==> src/rtl/button_press_classifier_queue_top_macros.svh <==
// Assertion macros for the button press classifier datapath.
`ifndef BUTTON_PRESS_CLASSIFIER_QUEUE_TOP_MACROS_SVH
`define BUTTON_PRESS_CLASSIFIER_QUEUE_TOP_MACROS_SVH

`ifndef ASSERT_OFF
`define BPQ_ASSERT(lbl, c_clk, c_rst, prop) \
  lbl: assert property (@(posedge c_clk) disable iff (c_rst) (prop)) \
    else $error("assertion failed");
`define BPQ_ASSERT_IMP(lbl, c_clk, c_rst, ante, cons) \
  lbl: assert property (@(posedge c_clk) disable iff (c_rst) (ante) |-> (cons)) \
    else $error("assertion failed");
`else
`define BPQ_ASSERT(lbl, c_clk, c_rst, prop)
`define BPQ_ASSERT_IMP(lbl, c_clk, c_rst, ante, cons)
`endif

`endif

==> src/rtl/bpcq_pkg.sv <==
// Shared types and constants for the button press classifier.
package bpcq_pkg;

  localparam int MS_PER_SECOND = 1000;
  localparam int TIME_W        = 32;
  localparam int COUNT_W       = 16;
  localparam int STEP_W        = 8;
  localparam int LIMIT_W       = 16;
  localparam int HOLD_MS_W     = 18;
  localparam int CFG_INDEX_W   = 2;
  localparam int CFG_DATA_W    = 16;

  localparam logic [COUNT_W-1:0]     HOLD_MAX        = '1;
  localparam logic [STEP_W-1:0]      STEP_RESET      = 8'd1;
  localparam logic [LIMIT_W-1:0]     LIMIT_RESET     = 16'd1001;
  localparam logic [CFG_INDEX_W-1:0] CFG_HOLD_STEP   = 2'd0;
  localparam logic [CFG_INDEX_W-1:0] CFG_MOMENTARY   = 2'd1;

  typedef enum logic [1:0] {
    EV_NONE    = 2'd0,
    EV_PRESS   = 2'd1,
    EV_RELEASE = 2'd2
  } ev_kind_t;

  typedef enum logic [1:0] {
    REP_PRESS     = 2'd0,
    REP_MOMENTARY = 2'd1,
    REP_LONG      = 2'd2
  } rep_t;

  typedef struct packed {
    logic enq;
    logic latch;
    logic pop;
    logic hold_emit;
  } cmd_t;

  typedef struct packed {
    logic count_zero;
    logic count_one;
    logic held;
    logic hold_due;
    logic out_free;
  } status_t;

endpackage

==> src/rtl/button_press_classifier_queue_top.sv <==
// Top level of the button press classifier with event ring.
//
//  channel | signals                               | role
//  in      | in_valid/in_ready, kind, pin_level,   | pin changes and checks
//          | now_ms                                |
//  out     | out_valid/out_ready, report,          | classified results
//          | hold_count, last                      |
//  cfg     | cfg_valid/cfg_ready, cfg_index,       | register writes
//          | cfg_data                              |
//
// Pin changes can stream every cycle while the controller is idle (in_ready high).
// A check with queued events (up to QUEUE_DEPTH) moves the controller to DRAIN,
// which pops them all; with an empty ring and a held button it tests the hold step.
// A stalled output register holds the drain until out_ready.
// Synchronous reset; no clearing pass, the ring is usable right after reset.
// Config writes are always taken (cfg_ready stays high).
module button_press_classifier_queue_top
  import bpcq_pkg::*;
#(
  parameter int QUEUE_DEPTH = 4
) (
  input  logic                   clk,
  input  logic                   rst,
  input  logic                   in_valid,
  output logic                   in_ready,
  input  logic                   kind,
  input  logic                   pin_level,
  input  logic [TIME_W-1:0]      now_ms,
  output logic                   out_valid,
  input  logic                   out_ready,
  output logic [1:0]             report,
  output logic [COUNT_W-1:0]     hold_count,
  output logic                   last,
  input  logic                   cfg_valid,
  output logic                   cfg_ready,
  input  logic [CFG_INDEX_W-1:0] cfg_index,
  input  logic [CFG_DATA_W-1:0]  cfg_data
);

  cmd_t    cmd;
  status_t status;

  assign cfg_ready = 1'b1;

  bpcq_ctrl u_ctrl (
    .clk      (clk),
    .rst      (rst),
    .in_valid (in_valid),
    .in_ready (in_ready),
    .kind     (kind),
    .status   (status),
    .cmd      (cmd)
  );

  bpcq_datapath #(
    .QUEUE_DEPTH (QUEUE_DEPTH)
  ) u_datapath (
    .clk        (clk),
    .rst        (rst),
    .cmd        (cmd),
    .status     (status),
    .pin_level  (pin_level),
    .now_ms     (now_ms),
    .cfg_valid  (cfg_valid && cfg_ready),
    .cfg_index  (cfg_index),
    .cfg_data   (cfg_data),
    .out_ready  (out_ready),
    .out_valid  (out_valid),
    .report     (report),
    .hold_count (hold_count),
    .last       (last)
  );

endmodule

==> src/rtl/bpcq_ctrl.sv <==
// Controller state machine: input handshake and drain/hold sequencing.
module bpcq_ctrl
  import bpcq_pkg::*;
(
  input  logic    clk,
  input  logic    rst,
  input  logic    in_valid,
  output logic    in_ready,
  input  logic    kind,
  input  status_t status,
  output cmd_t    cmd
);

  typedef enum logic [2:0] {
    ST_IDLE  = 3'b001,
    ST_DRAIN = 3'b010,
    ST_HOLD  = 3'b100
  } state_t;

  state_t state, state_next;
  logic   accept;

  assign in_ready = (state == ST_IDLE);
  assign accept   = in_valid && in_ready;

  always_comb begin
    state_next    = state;
    cmd           = '0;
    cmd.enq       = accept && !kind;
    cmd.latch     = accept && kind;
    unique case (state)
      ST_IDLE: begin
        if (accept && kind) begin
          if (!status.count_zero) begin
            state_next = ST_DRAIN;
          end else if (status.held) begin
            state_next = ST_HOLD;
          end
        end
      end
      ST_DRAIN: begin
        if (status.out_free) begin
          cmd.pop = 1'b1;
          if (status.count_one) begin
            state_next = ST_IDLE;
          end
        end
      end
      ST_HOLD: begin
        if (!status.hold_due) begin
          state_next = ST_IDLE;
        end else if (status.out_free) begin
          cmd.hold_emit = 1'b1;
          state_next    = ST_IDLE;
        end
      end
      default: begin
        state_next = ST_IDLE;
      end
    endcase
  end

  always_ff @(posedge clk) begin
    if (rst) begin
      state <= ST_IDLE;
    end else begin
      state <= state_next;
    end
  end

endmodule

==> src/rtl/bpcq_datapath.sv <==
// Datapath: event ring, press/hold timing, config registers, result register.
`include "button_press_classifier_queue_top_macros.svh"
module bpcq_datapath
  import bpcq_pkg::*;
#(
  parameter int QUEUE_DEPTH = 4
) (
  input  logic                   clk,
  input  logic                   rst,
  input  cmd_t                   cmd,
  output status_t                status,
  input  logic                   pin_level,
  input  logic [TIME_W-1:0]      now_ms,
  input  logic                   cfg_valid,
  input  logic [CFG_INDEX_W-1:0] cfg_index,
  input  logic [CFG_DATA_W-1:0]  cfg_data,
  input  logic                   out_ready,
  output logic                   out_valid,
  output logic [1:0]             report,
  output logic [COUNT_W-1:0]     hold_count,
  output logic                   last
);

  localparam int PTR_W = (QUEUE_DEPTH > 1) ? $clog2(QUEUE_DEPTH) : 1;
  localparam int CNT_W = $clog2(QUEUE_DEPTH + 1);
  localparam logic [PTR_W-1:0] PTR_LAST = PTR_W'(QUEUE_DEPTH - 1);
  localparam logic [CNT_W-1:0] CNT_FULL = CNT_W'(QUEUE_DEPTH);

  ev_kind_t           kinds [QUEUE_DEPTH];
  logic [TIME_W-1:0]  times [QUEUE_DEPTH];
  logic [PTR_W-1:0]   head;
  logic [PTR_W-1:0]   tail;
  logic               tail_valid;
  logic [CNT_W-1:0]   count;
  logic               held;
  logic [TIME_W-1:0]  press_time;
  logic [TIME_W-1:0]  step_time;
  logic [COUNT_W-1:0] hold_counter;
  logic [TIME_W-1:0]  chk_now;
  logic [HOLD_MS_W-1:0] hold_step_ms;
  logic [LIMIT_W-1:0] limit_ms;

  ev_kind_t           ev_new;
  ev_kind_t           head_kind;
  logic [TIME_W-1:0]  head_time;
  logic [PTR_W-1:0]   head_adv;
  logic [PTR_W-1:0]   tail_adv;
  logic               merge;
  logic [TIME_W-1:0]  press_gap;
  logic [TIME_W-1:0]  hold_gap;
  logic               momentary;
  logic [COUNT_W-1:0] hold_inc;
  logic               emit;
  rep_t               res_report;
  logic [COUNT_W-1:0] res_count;
  logic               res_last;

  assign ev_new    = pin_level ? EV_RELEASE : EV_PRESS;
  assign head_kind = kinds[head];
  assign head_time = times[head];
  assign head_adv  = (head == PTR_LAST) ? '0 : head + 1'b1;
  assign tail_adv  = (tail == PTR_LAST) ? '0 : tail + 1'b1;
  assign merge     = tail_valid && (kinds[tail] == ev_new);
  assign press_gap = head_time - press_time;
  assign hold_gap  = chk_now - step_time;
  assign momentary = press_gap < TIME_W'(limit_ms);
  assign hold_inc  = (hold_counter == HOLD_MAX) ? hold_counter : hold_counter + 1'b1;
  assign emit      = cmd.pop || cmd.hold_emit;

  assign status.count_zero = (count == '0);
  assign status.count_one  = (count == CNT_W'(1));
  assign status.held       = held;
  assign status.hold_due   = hold_gap >= TIME_W'(hold_step_ms);
  assign status.out_free   = !out_valid || out_ready;

  // config registers; step kept in ms
  always_ff @(posedge clk) begin
    if (rst) begin
      hold_step_ms <= HOLD_MS_W'(STEP_RESET) * HOLD_MS_W'(MS_PER_SECOND);
      limit_ms     <= LIMIT_RESET;
    end else if (cfg_valid) begin
      if (cfg_index == CFG_HOLD_STEP) begin
        hold_step_ms <= HOLD_MS_W'(cfg_data[STEP_W-1:0]) * HOLD_MS_W'(MS_PER_SECOND);
      end else if (cfg_index == CFG_MOMENTARY) begin
        limit_ms <= cfg_data[LIMIT_W-1:0];
      end
    end
  end

  // ring control
  always_ff @(posedge clk) begin
    if (rst) begin
      head       <= '0;
      tail       <= PTR_LAST;
      tail_valid <= 1'b0;
      count      <= '0;
      for (int i = 0; i < QUEUE_DEPTH; i++) begin
        kinds[i] <= EV_NONE;
      end
    end else if (cmd.enq) begin
      if (!merge && (count != CNT_FULL)) begin
        tail        <= tail_adv;
        tail_valid  <= 1'b1;
        kinds[tail_adv] <= ev_new;
        count       <= count + 1'b1;
      end
    end else if (cmd.pop) begin
      kinds[head] <= EV_NONE;
      head        <= head_adv;
      count       <= count - 1'b1;
    end
  end

  always_ff @(posedge clk) begin
    if (cmd.enq) begin
      if (merge) begin
        times[tail] <= now_ms;
      end else if (count != CNT_FULL) begin
        times[tail_adv] <= now_ms;
      end
    end
    if (cmd.latch) begin
      chk_now <= now_ms;
    end
  end

  // press and hold tracking
  always_ff @(posedge clk) begin
    if (rst) begin
      held         <= 1'b0;
      press_time   <= '0;
      step_time    <= '0;
      hold_counter <= '0;
    end else if (cmd.pop) begin
      if (head_kind == EV_PRESS) begin
        held         <= 1'b1;
        press_time   <= head_time;
        step_time    <= head_time;
        hold_counter <= '0;
      end else begin
        held <= 1'b0;
      end
    end else if (cmd.hold_emit) begin
      hold_counter <= hold_inc;
      step_time    <= chk_now;
    end
  end

  always_comb begin
    res_report = REP_PRESS;
    res_count  = '0;
    res_last   = 1'b1;
    if (cmd.hold_emit) begin
      res_count = hold_inc;
    end else begin
      res_last = status.count_one;
      if (head_kind != EV_PRESS) begin
        if (momentary) begin
          res_report = REP_MOMENTARY;
        end else begin
          res_report = REP_LONG;
          res_count  = hold_counter;
        end
      end
    end
  end

  // result register
  always_ff @(posedge clk) begin
    if (rst) begin
      out_valid <= 1'b0;
    end else if (emit) begin
      out_valid <= 1'b1;
    end else if (out_ready) begin
      out_valid <= 1'b0;
    end
  end

  always_ff @(posedge clk) begin
    if (emit) begin
      report     <= res_report;
      hold_count <= res_count;
      last       <= res_last;
    end
  end

  `BPQ_ASSERT(a_count_bound, clk, rst, count <= CNT_FULL)
  `BPQ_ASSERT(a_enq_pop_excl, clk, rst, !(cmd.enq && cmd.pop))
  `BPQ_ASSERT_IMP(a_emit_free, clk, rst, emit, !out_valid || out_ready)
  `BPQ_ASSERT_IMP(a_head_filled, clk, rst, count != '0, kinds[head] != EV_NONE)

endmodule

==> config.mk <==
export PLATFORM = sky130hd
export DESIGN_NAME = button_press_classifier_queue_top
export DESIGN_NICKNAME = d
export VERILOG_FILES = /design/src/rtl/bpcq_pkg.sv /design/src/rtl/button_press_classifier_queue_top.sv /design/src/rtl/bpcq_ctrl.sv /design/src/rtl/bpcq_datapath.sv
export VERILOG_INCLUDE_DIRS = /design/src /design/src/rtl
export SDC_FILE = /design/constraint.sdc
export NUM_CORES = 1
export LEC_CHECK = 0
export BUFFER_PORTS_ARGS = -buffer_cell sky130_fd_sc_hd__buf_2
export CORE_MARGIN = 3
export CORE_UTILIZATION = 48
export CTS_CLUSTER_DIAMETER = 80
export DETAILED_ROUTE_END_ITERATION = 10
export PLACE_DENSITY = 0.64
export RECOVER_POWER = 50
export SLEW_MARGIN = 40
export SYNTH_ARGS = -nofsm -noshare
export SYNTH_HDL_FRONTEND = slang
export SYNTH_SLANG_ARGS = --single-unit
==> constraint.sdc <==
create_clock -name clk -period 5.5 [get_ports clk]
set_input_delay 1.1 -clock clk [delete_from_list [all_inputs] [get_ports clk]]
set_output_delay 1.1 -clock clk [all_outputs]
set_load 0.005 [all_outputs]
==> impl_summary.log, run 1 <==
INFO  metric setup_tns = 0 ns
INFO  metric violated_checks = capacitance limit, slew limit
INFO  metric routed_via_density = between 5 and 6
INFO  metric tightest_slew = between 2 and 3 ns
INFO  metric worstPathMaxFanout = 14
INFO  metric grt_first_pass_wirelength = 70500 um
INFO  metric cap_violations = 4
INFO  metric synth_area_per_cell = approximately 10 um^2
INFO  metric dieHeight = between 150 and 200 um
INFO  metric die_w = approximately 200 um
INFO  metric finalWorstSetupSlack = 0.172 ns
INFO  metric clockPowerShare = 0.385
INFO  metric fin_worst_skew = 0.0230 ns
INFO  metric dp.final_hpwl = 32100 um
INFO  metric worstRegToRegCells = 26
INFO  metric floorplan.core_area = between 30000 and 40000 um^2
INFO  metric cts.sinks = about 320
INFO  metric met3_usage = 0.0329
INFO  metric htree_num_levels = 2
INFO  metric clk_pin_slew = 0.06 ns
INFO  metric hold-path-cell-count = 2
INFO  metric final_max_slew_viol_count = around 180
INFO  metric asyncSetResetFlopFracSynth = 0
INFO  metric stdcell_count = roughly 2300
INFO  metric placementRows = 70
INFO  metric num-nets-final = 2032
INFO  metric detail_route.drc_violations = 0
INFO  metric maximum_number_of_pins_on_one_net_before_global_route_repair = between 70 and 80
INFO  metric slew-limit-headroom = -0.856
INFO  metric start_kind = flop
INFO  metric netlist.top_cell.by_area = sky130_fd_sc_hd__edfxtp_1
INFO  metric yosysSeqAreaShare = 0.453
INFO  metric syn2layout_area_growth = 12.3%
INFO  metric grt.busiest_layer = met2
INFO  metric wl_per_cell = approximately 19 um
INFO  metric placed_cells = between 2000 and 2500
INFO  metric power_switching = about 1600 uW
INFO  metric timing.final.hold_violations = 0
INFO  metric fp.dieArea = 40000 um^2
INFO  metric yosys-top-cells-area = sky130_fd_sc_hd__edfxtp_1 (31%), sky130_fd_sc_hd__dfxtp_1 (14%), sky130_fd_sc_hd__ha_1 (9.4%)
INFO  metric finalWirelength = about 44000 um
INFO  metric synthCells = 1737
INFO  metric synth_enable_flop_cells = roughly 190
INFO  metric initialDrtViolationCount = around 780
INFO  metric cts.root.buffer_cell = sky130_fd_sc_hd__clkbuf_16
INFO  metric synth_flop_cell = sky130_fd_sc_hd__edfxtp_1
INFO  metric cp.required = 5.78 ns
INFO  metric cts_tree = built
INFO  metric share_seq_of_total_power = 0.441
INFO  metric combPwrFrac = 0.175
INFO  metric clkLatencyLatePin = approximately 0.55 ns
INFO  metric ctsHoldBuffers = 0
INFO  metric peakVddDrop = around 0.27 mV
INFO  metric worst_setup_path_end_kind = flop
INFO  metric synth-warning-count = 0
INFO  metric global_routing_usage_on_met2 = 0.368
INFO  metric timing.hold.worst.class = reg2reg
INFO  metric timing.reg2reg.setup_slack = around 0.17 ns
INFO  metric outcome = finished, violations left
INFO  metric number_of_antenna_violations_at_the_first_check_in_global_routing = 1
INFO  metric total_global_route_track_usage = 0.223
INFO  metric gp_congestion = between 0.9 and 1
INFO  metric worstSetupPathType = reg2reg
INFO  metric filler_cell_count = roughly 3200
INFO  metric post_synthesis_register_bit_count = 315
INFO  metric syn_area = 18100 um^2
INFO  metric met1_usage = 0.309
INFO  metric synth_cell_types = 88
INFO  metric report.final.setup_viol = 0
INFO  metric worstPathArrival = roughly 5.6 ns
INFO  metric netSwitchingFraction = 0.266
INFO  metric antenna_cells_inserted = 0
INFO  metric synth_top_cells_by_count = sky130_fd_sc_hd__nand2_1 (201), sky130_fd_sc_hd__edfxtp_1 (187), sky130_fd_sc_hd__a21oi_1 (140), sky130_fd_sc_hd__inv_1 (140), sky130_fd_sc_hd__ha_1 (136)
INFO  metric first_global_vias = between 10000 and 15000
INFO  metric r2r_end = u_datapath.hold_count[12]
INFO  metric post_route_cells_drive_above_1_share = 0.108
INFO  metric period_needed = between 5 and 6 ns
INFO  metric cts-buffers-inserted = 36
INFO  metric boundaryPins = between 70 and 80
INFO  metric worst_slack_on_hold_paths = about 0.45 ns
INFO  metric syn_nets = a little under 2000
INFO  metric synth.most_common_cell = sky130_fd_sc_hd__nand2_1
INFO  metric cell_internal_pwr = roughly 4400 uW
INFO  metric max_clock_freq = approximately 190 MHz
INFO  metric synth_top_cell_area_share = 0.311
INFO  metric layout_worst_path_cycle_share = 0.969
INFO  metric grt_overflow = 0
INFO  metric detailed_routing_iterations_pass_1 = 5
INFO  metric antenna_violating_nets_post_route = 0
INFO  metric p_per_area = between 200 and 300 nW/um^2
INFO  metric worst_setup_path_endpoint = u_datapath.hold_count[12]
INFO  metric power_leakage = about 0.0076 uW
INFO  metric detailedPlace.worstSlack = -0.110 ns
INFO  metric overall_power = 5950 uW
INFO  metric dr_total_vias = 13300
INFO  metric clock_path_buffers = 3
INFO  metric start_util = 0.490
INFO  metric numPortBuffers = 77
==> through the flow <==
stage                     instance area [um^2]  utilization
after global placement                   19100        0.517
after global routing                     20300        0.550
after floorplan                          18100            -
final                                    20300        0.550
after CTS                                20200        0.549
after detailed placement                 19100        0.518
==> power by group through the flow <==
| stage | Sequential, uW | Clock [uW] | Combinational, uW |
|---|---|---|---|
| finish | 2620 | 2290 | 1040 |
| global route | 2630 | 2440 | 1180 |
| CTS | 2620 | 2350 | 1040 |
| detailed placement | 2670 | 0 | 1030 |
| global placement | 2670 | 0 | 1010 |
| floorplan | 2660 | 0 | 754 |
==> worst min-delay path by stage <==
| stage | end | from |
|---|---|---|
| floorplan | u_datapath.tail_valid | u_datapath.tail_valid |
| global placement | u_datapath.press_time[17] | u_datapath.press_time[17] |
| detailed placement | u_datapath.press_time[29] | u_datapath.press_time[29] |
| CTS | u_datapath.press_time[29] | u_datapath.press_time[29] |
| global route | u_datapath.press_time[30] | u_datapath.press_time[30] |
| finish | u_datapath.press_time[10] | u_datapath.press_time[10] |
==> placed cells by master, fill, tap and decap left out, types with 27 or more instances in the layout <==
cell,count
sky130_fd_sc_hd__a211oi_1,45
sky130_fd_sc_hd__edfxtp_1,187
sky130_fd_sc_hd__nor2_1,105
sky130_fd_sc_hd__clkbuf_16,36
sky130_fd_sc_hd__dfxtp_1,127
sky130_fd_sc_hd__nand2_1,200
sky130_fd_sc_hd__nand3_1,32
sky130_fd_sc_hd__a21oi_1,139
sky130_fd_sc_hd__a21o_1,32
sky130_fd_sc_hd__ha_1,136
sky130_fd_sc_hd__clkbuf_1,59
sky130_fd_sc_hd__buf_4,30
sky130_fd_sc_hd__inv_1,140
sky130_fd_sc_hd__mux2i_1,39
sky130_fd_sc_hd__xnor2_1,43
sky130_fd_sc_hd__buf_2,27
sky130_fd_sc_hd__o21ai_0,54
sky130_fd_sc_hd__mux4_2,34
==> repair_timing <==
action                                  CTS  global route
pin swaps                                 0            15
endpoints found under the setup margin    6            44
buffers inserted                          0             6
gates resized for setup                   2            13
==> cells by family (layout without fill, tap and decap cells) <==
kind of cell,Yosys count,in the layout,synth area share
AO/OA/AOI/OAI,422,422,0.157
adder cells (fa/ha/maj),160,160,0.121
buffers and inverters,217,322,0.0474
flip-flops,315,315,0.453
other,1,1,0.000208
XOR/XNOR,62,62,0.0301
multiplexers,75,75,0.0652
AND/OR/NAND/NOR,485,485,0.126
==> registers in the layout, summed over array words and instances, names as in the netlist, named ones only <==
name                     cells
u_ctrl.state                 3
u_datapath.chk_now          32
u_datapath.count             3
u_datapath.head              2
u_datapath.held              1
u_datapath.hold_count       16
u_datapath.hold_counter     16
u_datapath.hold_step_ms     15
u_datapath.kinds             8
u_datapath.last              1
u_datapath.limit_ms         16
u_datapath.out_valid         1
u_datapath.press_time       32
u_datapath.report            2
u_datapath.step_time        32
u_datapath.tail              2
u_datapath.tail_valid        1
u_datapath.times           128
==> critical path: stages (launching register included) <==
cell                       delay, ns
sky130_fd_sc_hd__dfxtp_4        0.37
sky130_fd_sc_hd__mux4_2         0.51
sky130_fd_sc_hd__inv_1          0.07
sky130_fd_sc_hd__ha_1           0.16
sky130_fd_sc_hd__inv_1          0.07
sky130_fd_sc_hd__fa_2           0.39
sky130_fd_sc_hd__a211oi_2       0.32
sky130_fd_sc_hd__nor2_2         0.09
sky130_fd_sc_hd__nor3_2         0.20
sky130_fd_sc_hd__o21ai_1        0.11
sky130_fd_sc_hd__a21o_1         0.19
sky130_fd_sc_hd__a21oi_2        0.13
sky130_fd_sc_hd__xnor2_1        0.15
sky130_fd_sc_hd__ha_1           0.28
sky130_fd_sc_hd__a21oi_1        0.13
sky130_fd_sc_hd__nand2_1        0.08
sky130_fd_sc_hd__a211oi_2       0.21
sky130_fd_sc_hd__buf_4          0.13
sky130_fd_sc_hd__o22ai_1        0.06
sky130_fd_sc_hd__nor4_2         0.19
sky130_fd_sc_hd__o2111a_1       0.23
sky130_fd_sc_hd__nand4_1        0.13
sky130_fd_sc_hd__nor4_4         0.17
sky130_fd_sc_hd__buf_4          0.18
sky130_fd_sc_hd__nor3_4         0.05
sky130_fd_sc_hd__buf_12         0.17
sky130_fd_sc_hd__a2bb2o_1       0.29
==> per-layer routing <==
metal | up-vias | share of wire
met5 | - | 0
met4 | 0 | 0.025
met3 | 72 | 0.048
met2 | 311 | 0.46
met1 | 6429 | 0.46
li1 | 6469 | -
==> cell type report <==
cell class / count / area (um^2) / share of cell area
Multi-Input combinational cell: 1205 / 9130 / 0.450
Sequential cell: 315 / 8180 / 0.403
Clock buffer: 45 / 955 / 0.0470
Timing Repair Buffer: 117 / 701 / 0.0345
Tap cell: 504 / 631 / 0.0311
Inverter: 140 / 526 / 0.0259
Clock inverter: 20 / 174 / 0.00857
(Power assumes the default switching activity.)
==> run 2, diff against run 1 <==
--- a/config.mk
+++ b/config.mk
@@ -16,4 +16,5 @@
 export SLEW_MARGIN = 40
 export SYNTH_ARGS = -nofsm -noshare
 export SYNTH_HDL_FRONTEND = slang
+export SYNTH_HIERARCHICAL = 1
 export SYNTH_SLANG_ARGS = --single-unit
==> impl_summary.log, run 2 <==
INFO  metric routed_via_density = between 5 and 6
INFO  metric max_clock_freq = approximately 190 MHz
INFO  metric first_global_vias = roughly 14000
INFO  metric r2r_end = u_datapath/hold_counter[11]
INFO  metric final_common_cell = sky130_fd_sc_hd__nand2_1
INFO  metric gp_congestion = a little under 1
INFO  metric num-nets-final = approximately 2200
INFO  metric finalWorstSetupSlack = 0.291 ns
INFO  metric detailedPlace.worstSlack = -0.118 ns
INFO  metric detailed_routing_iterations_pass_1 = 5
INFO  metric synth_area_per_cell = between 9 and 10 um^2
INFO  metric syn_area = ~19000 um^2
INFO  metric power_leakage = ~0.0074 uW
INFO  metric hold-path-cell-count = 2
INFO  metric cts.sinks = between 300 and 400
INFO  metric clk_pin_slew = approximately 0.060 ns
INFO  metric start_util = 0.490
INFO  metric timing.reg2reg.setup_slack = 0.29 ns
INFO  metric placementRows = 71
INFO  metric min_from = u_datapath/press_time[17]
INFO  metric synth_cell_types = 91
INFO  metric netlist.top_cell.by_area = sky130_fd_sc_hd__edfxtp_1
INFO  metric cts-buffers-inserted = 37
INFO  metric worstPathMaxFanout = 8
INFO  metric worstSetupPathType = reg2reg
INFO  metric synth-warning-count = 6
INFO  metric worstRegToRegCells = 26
INFO  metric grt_overflow = 0
INFO  metric placed_cells = between 2000 and 2500
INFO  metric slew-limit-headroom = -0.548
INFO  metric number_of_antenna_violations_at_the_first_check_in_global_routing = 0
INFO  metric dr_total_vias = around 14000
INFO  metric synth.most_common_cell = sky130_fd_sc_hd__nand2_1
INFO  metric top_register = u_datapath/times
INFO  metric worstHoldEndpoint = u_datapath/press_time[17]
INFO  metric grt_first_pass_wirelength = ~74000 um
INFO  metric fin_worst_skew = about 0.015 ns
INFO  metric yosys-top-cells-area = sky130_fd_sc_hd__edfxtp_1 (30%), sky130_fd_sc_hd__dfxtp_1 (14%), sky130_fd_sc_hd__ha_1 (9.3%)
INFO  metric antenna_violating_nets_post_route = 0
INFO  metric asyncSetResetFlopFracSynth = 0
INFO  metric outcome = finished, violations left
INFO  metric synthCells = roughly 1900
INFO  metric dieHeight = 203 um
INFO  metric worst_r2r_startpoint = u_datapath/chk_now[0]
INFO  metric htree_num_levels = 2
INFO  metric max_stage_delay = ~0.5 ns
INFO  metric finalWirelength = roughly 46000 um
INFO  metric worstPathArrival = between 5 and 6 ns
INFO  metric total_global_route_track_usage = 0.223
INFO  metric p_per_area = approximately 280 nW/um^2
INFO  metric worst_slack_on_hold_paths = roughly 0.45 ns
INFO  metric grt_setup_unrepaired = yes
INFO  metric numPortBuffers = 77
INFO  metric cts.root.buffer_cell = sky130_fd_sc_hd__clkbuf_16
INFO  metric die_w = 203 um
INFO  metric stdcell_count = approximately 2500
INFO  metric post_synthesis_register_bit_count = approximately 320
INFO  metric maximum_number_of_pins_on_one_net_before_global_route_repair = a little under 70
INFO  metric boundaryPins = 79
INFO  metric final_max_slew_viol_count = 53
INFO  metric dp.final_hpwl = 33400 um
INFO  metric layout_worst_path_cycle_share = 0.947
INFO  metric synth_enable_flop_cells = ~190
INFO  metric fp.dieArea = 41100 um^2
INFO  metric cell_occurring_most_often_along_the_worst_timing_path = sky130_fd_sc_hd__a21oi_1
INFO  metric cts_tree = built
INFO  metric worst_setup_path_end_kind = flop
INFO  metric wl_per_cell = 18.5 um
INFO  metric largest_register_ff_count = roughly 130
INFO  metric clock_path_buffers = 3
INFO  metric syn2layout_area_growth = 12.0%
INFO  metric ctsHoldBuffers = 0
INFO  metric final_cell_mix = sky130_fd_sc_hd__nand2_1 (235), sky130_fd_sc_hd__edfxtp_1 (187), sky130_fd_sc_hd__a21oi_1 (160), sky130_fd_sc_hd__inv_1 (141), sky130_fd_sc_hd__ha_1 (138)
INFO  metric antenna_cells_inserted = 0
INFO  metric cap_violations = 2
INFO  metric floorplan.core_area = between 30000 and 40000 um^2
INFO  metric report.final.setup_viol = 0
INFO  metric timing.final.hold_violations = 0
INFO  metric synth_top_cell_area_share = 0.302
INFO  metric violated_checks = capacitance limit, slew limit
INFO  metric cp.required = between 5 and 6 ns
INFO  metric period_needed = approximately 5.2 ns
INFO  metric start_kind = flop
INFO  metric syn_nets = roughly 2100
INFO  metric detail_route.drc_violations = 0
INFO  metric post_route_cells_drive_above_1_share = 0.110
INFO  metric tightest_slew = roughly 2.3 ns
INFO  metric yosysSeqAreaShare = 0.440
INFO  metric critical-path-slowest-cell = sky130_fd_sc_hd__or4_4
INFO  metric peakVddDrop = between 0.2 and 0.3 mV
INFO  metric timing.hold.worst.class = reg2reg
INFO  metric clkLatencyLatePin = between 0.5 and 0.6 ns
INFO  metric synth_flop_cell = sky130_fd_sc_hd__edfxtp_1
INFO  metric worstSetupStartpoint = u_datapath/chk_now[0]
INFO  metric initialDrtViolationCount = approximately 800
INFO  metric synth_top_cells_by_count = sky130_fd_sc_hd__nand2_1 (236), sky130_fd_sc_hd__edfxtp_1 (187), sky130_fd_sc_hd__a21oi_1 (160), sky130_fd_sc_hd__inv_1 (142)
==> run 2: changes by cell type after synthesis, sizes merged, moves of 6 or more <==
cell and delta:
a211oi -11, a21oi +21, and3 +9, nand2 +35
nand3 +12, nand3b +6, nor2 +28, nor3 +20
xnor2 -8
==> run 2: worst max path at each step <==
| stage | endpoint | slack, ns | depth (start not counted) |
|---|---|---|---|
| after global placement | u_datapath/hold_counter[11] | -0.03 | 21 |
| final | u_datapath/hold_counter[11] | 0.29 | 26 |
| after CTS | u_datapath/hold_counter[11] | 0.03 | 24 |
| after detailed placement | u_datapath/hold_counter[11] | -0.12 | 26 |
| after global routing | u_datapath/hold_count[1] | -0.01 | 21 |
| after floorplan | u_datapath/hold_count[14] | 0.23 | 20 |
==> run 2: power breakdown <==
group          internal (uW)  switching [uW]  leakage (uW)
Sequential              2580            38.8       0.00278
Clock                   1330             959      0.000539
Combinational            420             600       0.00412
==> run 2: routing by layer <==
metal,up-vias,track usage,part of all wire
met2,317,0.358,0.45
li1,6916,-,-
met4,0,0.0661,0.020
met1,6879,0.319,0.48
met5,-,0,0
met3,65,0.0298,0.044
==> run 2: worst max-delay path: cells and delay by family (launching register included) <==
| family | cells | cell delay (ns) |
|---|---|---|
| xor+xnor | 1 | 0.17 |
| simple gates | 11 | 1.96 |
| buf+inv | 2 | 0.25 |
| fa+ha+maj | 3 | 0.89 |
| compound gates | 9 | 1.39 |
| flops | 1 | 0.37 |
==> run 2: what timing repair did <==
action | CTS | global route
endpoints found under the hold margin | 0 | 0
cloned | 0 | 1
resized for setup | 3 | 18
setup endpoints to repair | 33 | 83
setup buffers | 0 | 2
pin swaps | 0 | 6
==> run 2: metrics by stage <==
stage | cell area [um^2] | total power [uW] | TNS [ns] | util
floorplan | 18600 | 3400 | 0 | -
global placement | 19600 | 3670 | -0.0587 | 0.518
detailed placement | 19700 | 3680 | -0.795 | 0.518
CTS | 20800 | 5990 | 0 | 0.548
global route | 20800 | 6230 | -0.0158 | 0.549
finish | 20800 | 5930 | 0 | 0.549
==> run 2: area by class of cell <==
type / count / area, um^2
fill: 3389 / 17100
multi-input combinational: 1325 / 9640
sequential: 315 / 8180
clock buffer: 54 / 1050
timing repair buffer: 121 / 703
tap: 511 / 639
inverter: 142 / 537
clock inverter: 14 / 76.3
==> run 2: logic make-up after synthesis <==
group | synth area share
other cells | 0.000202
mux | 0.0623
compound gates | 0.154
simple gates | 0.152
buf+inv | 0.0480
fa+ha+maj | 0.119
xor+xnor | 0.0250
flops | 0.440
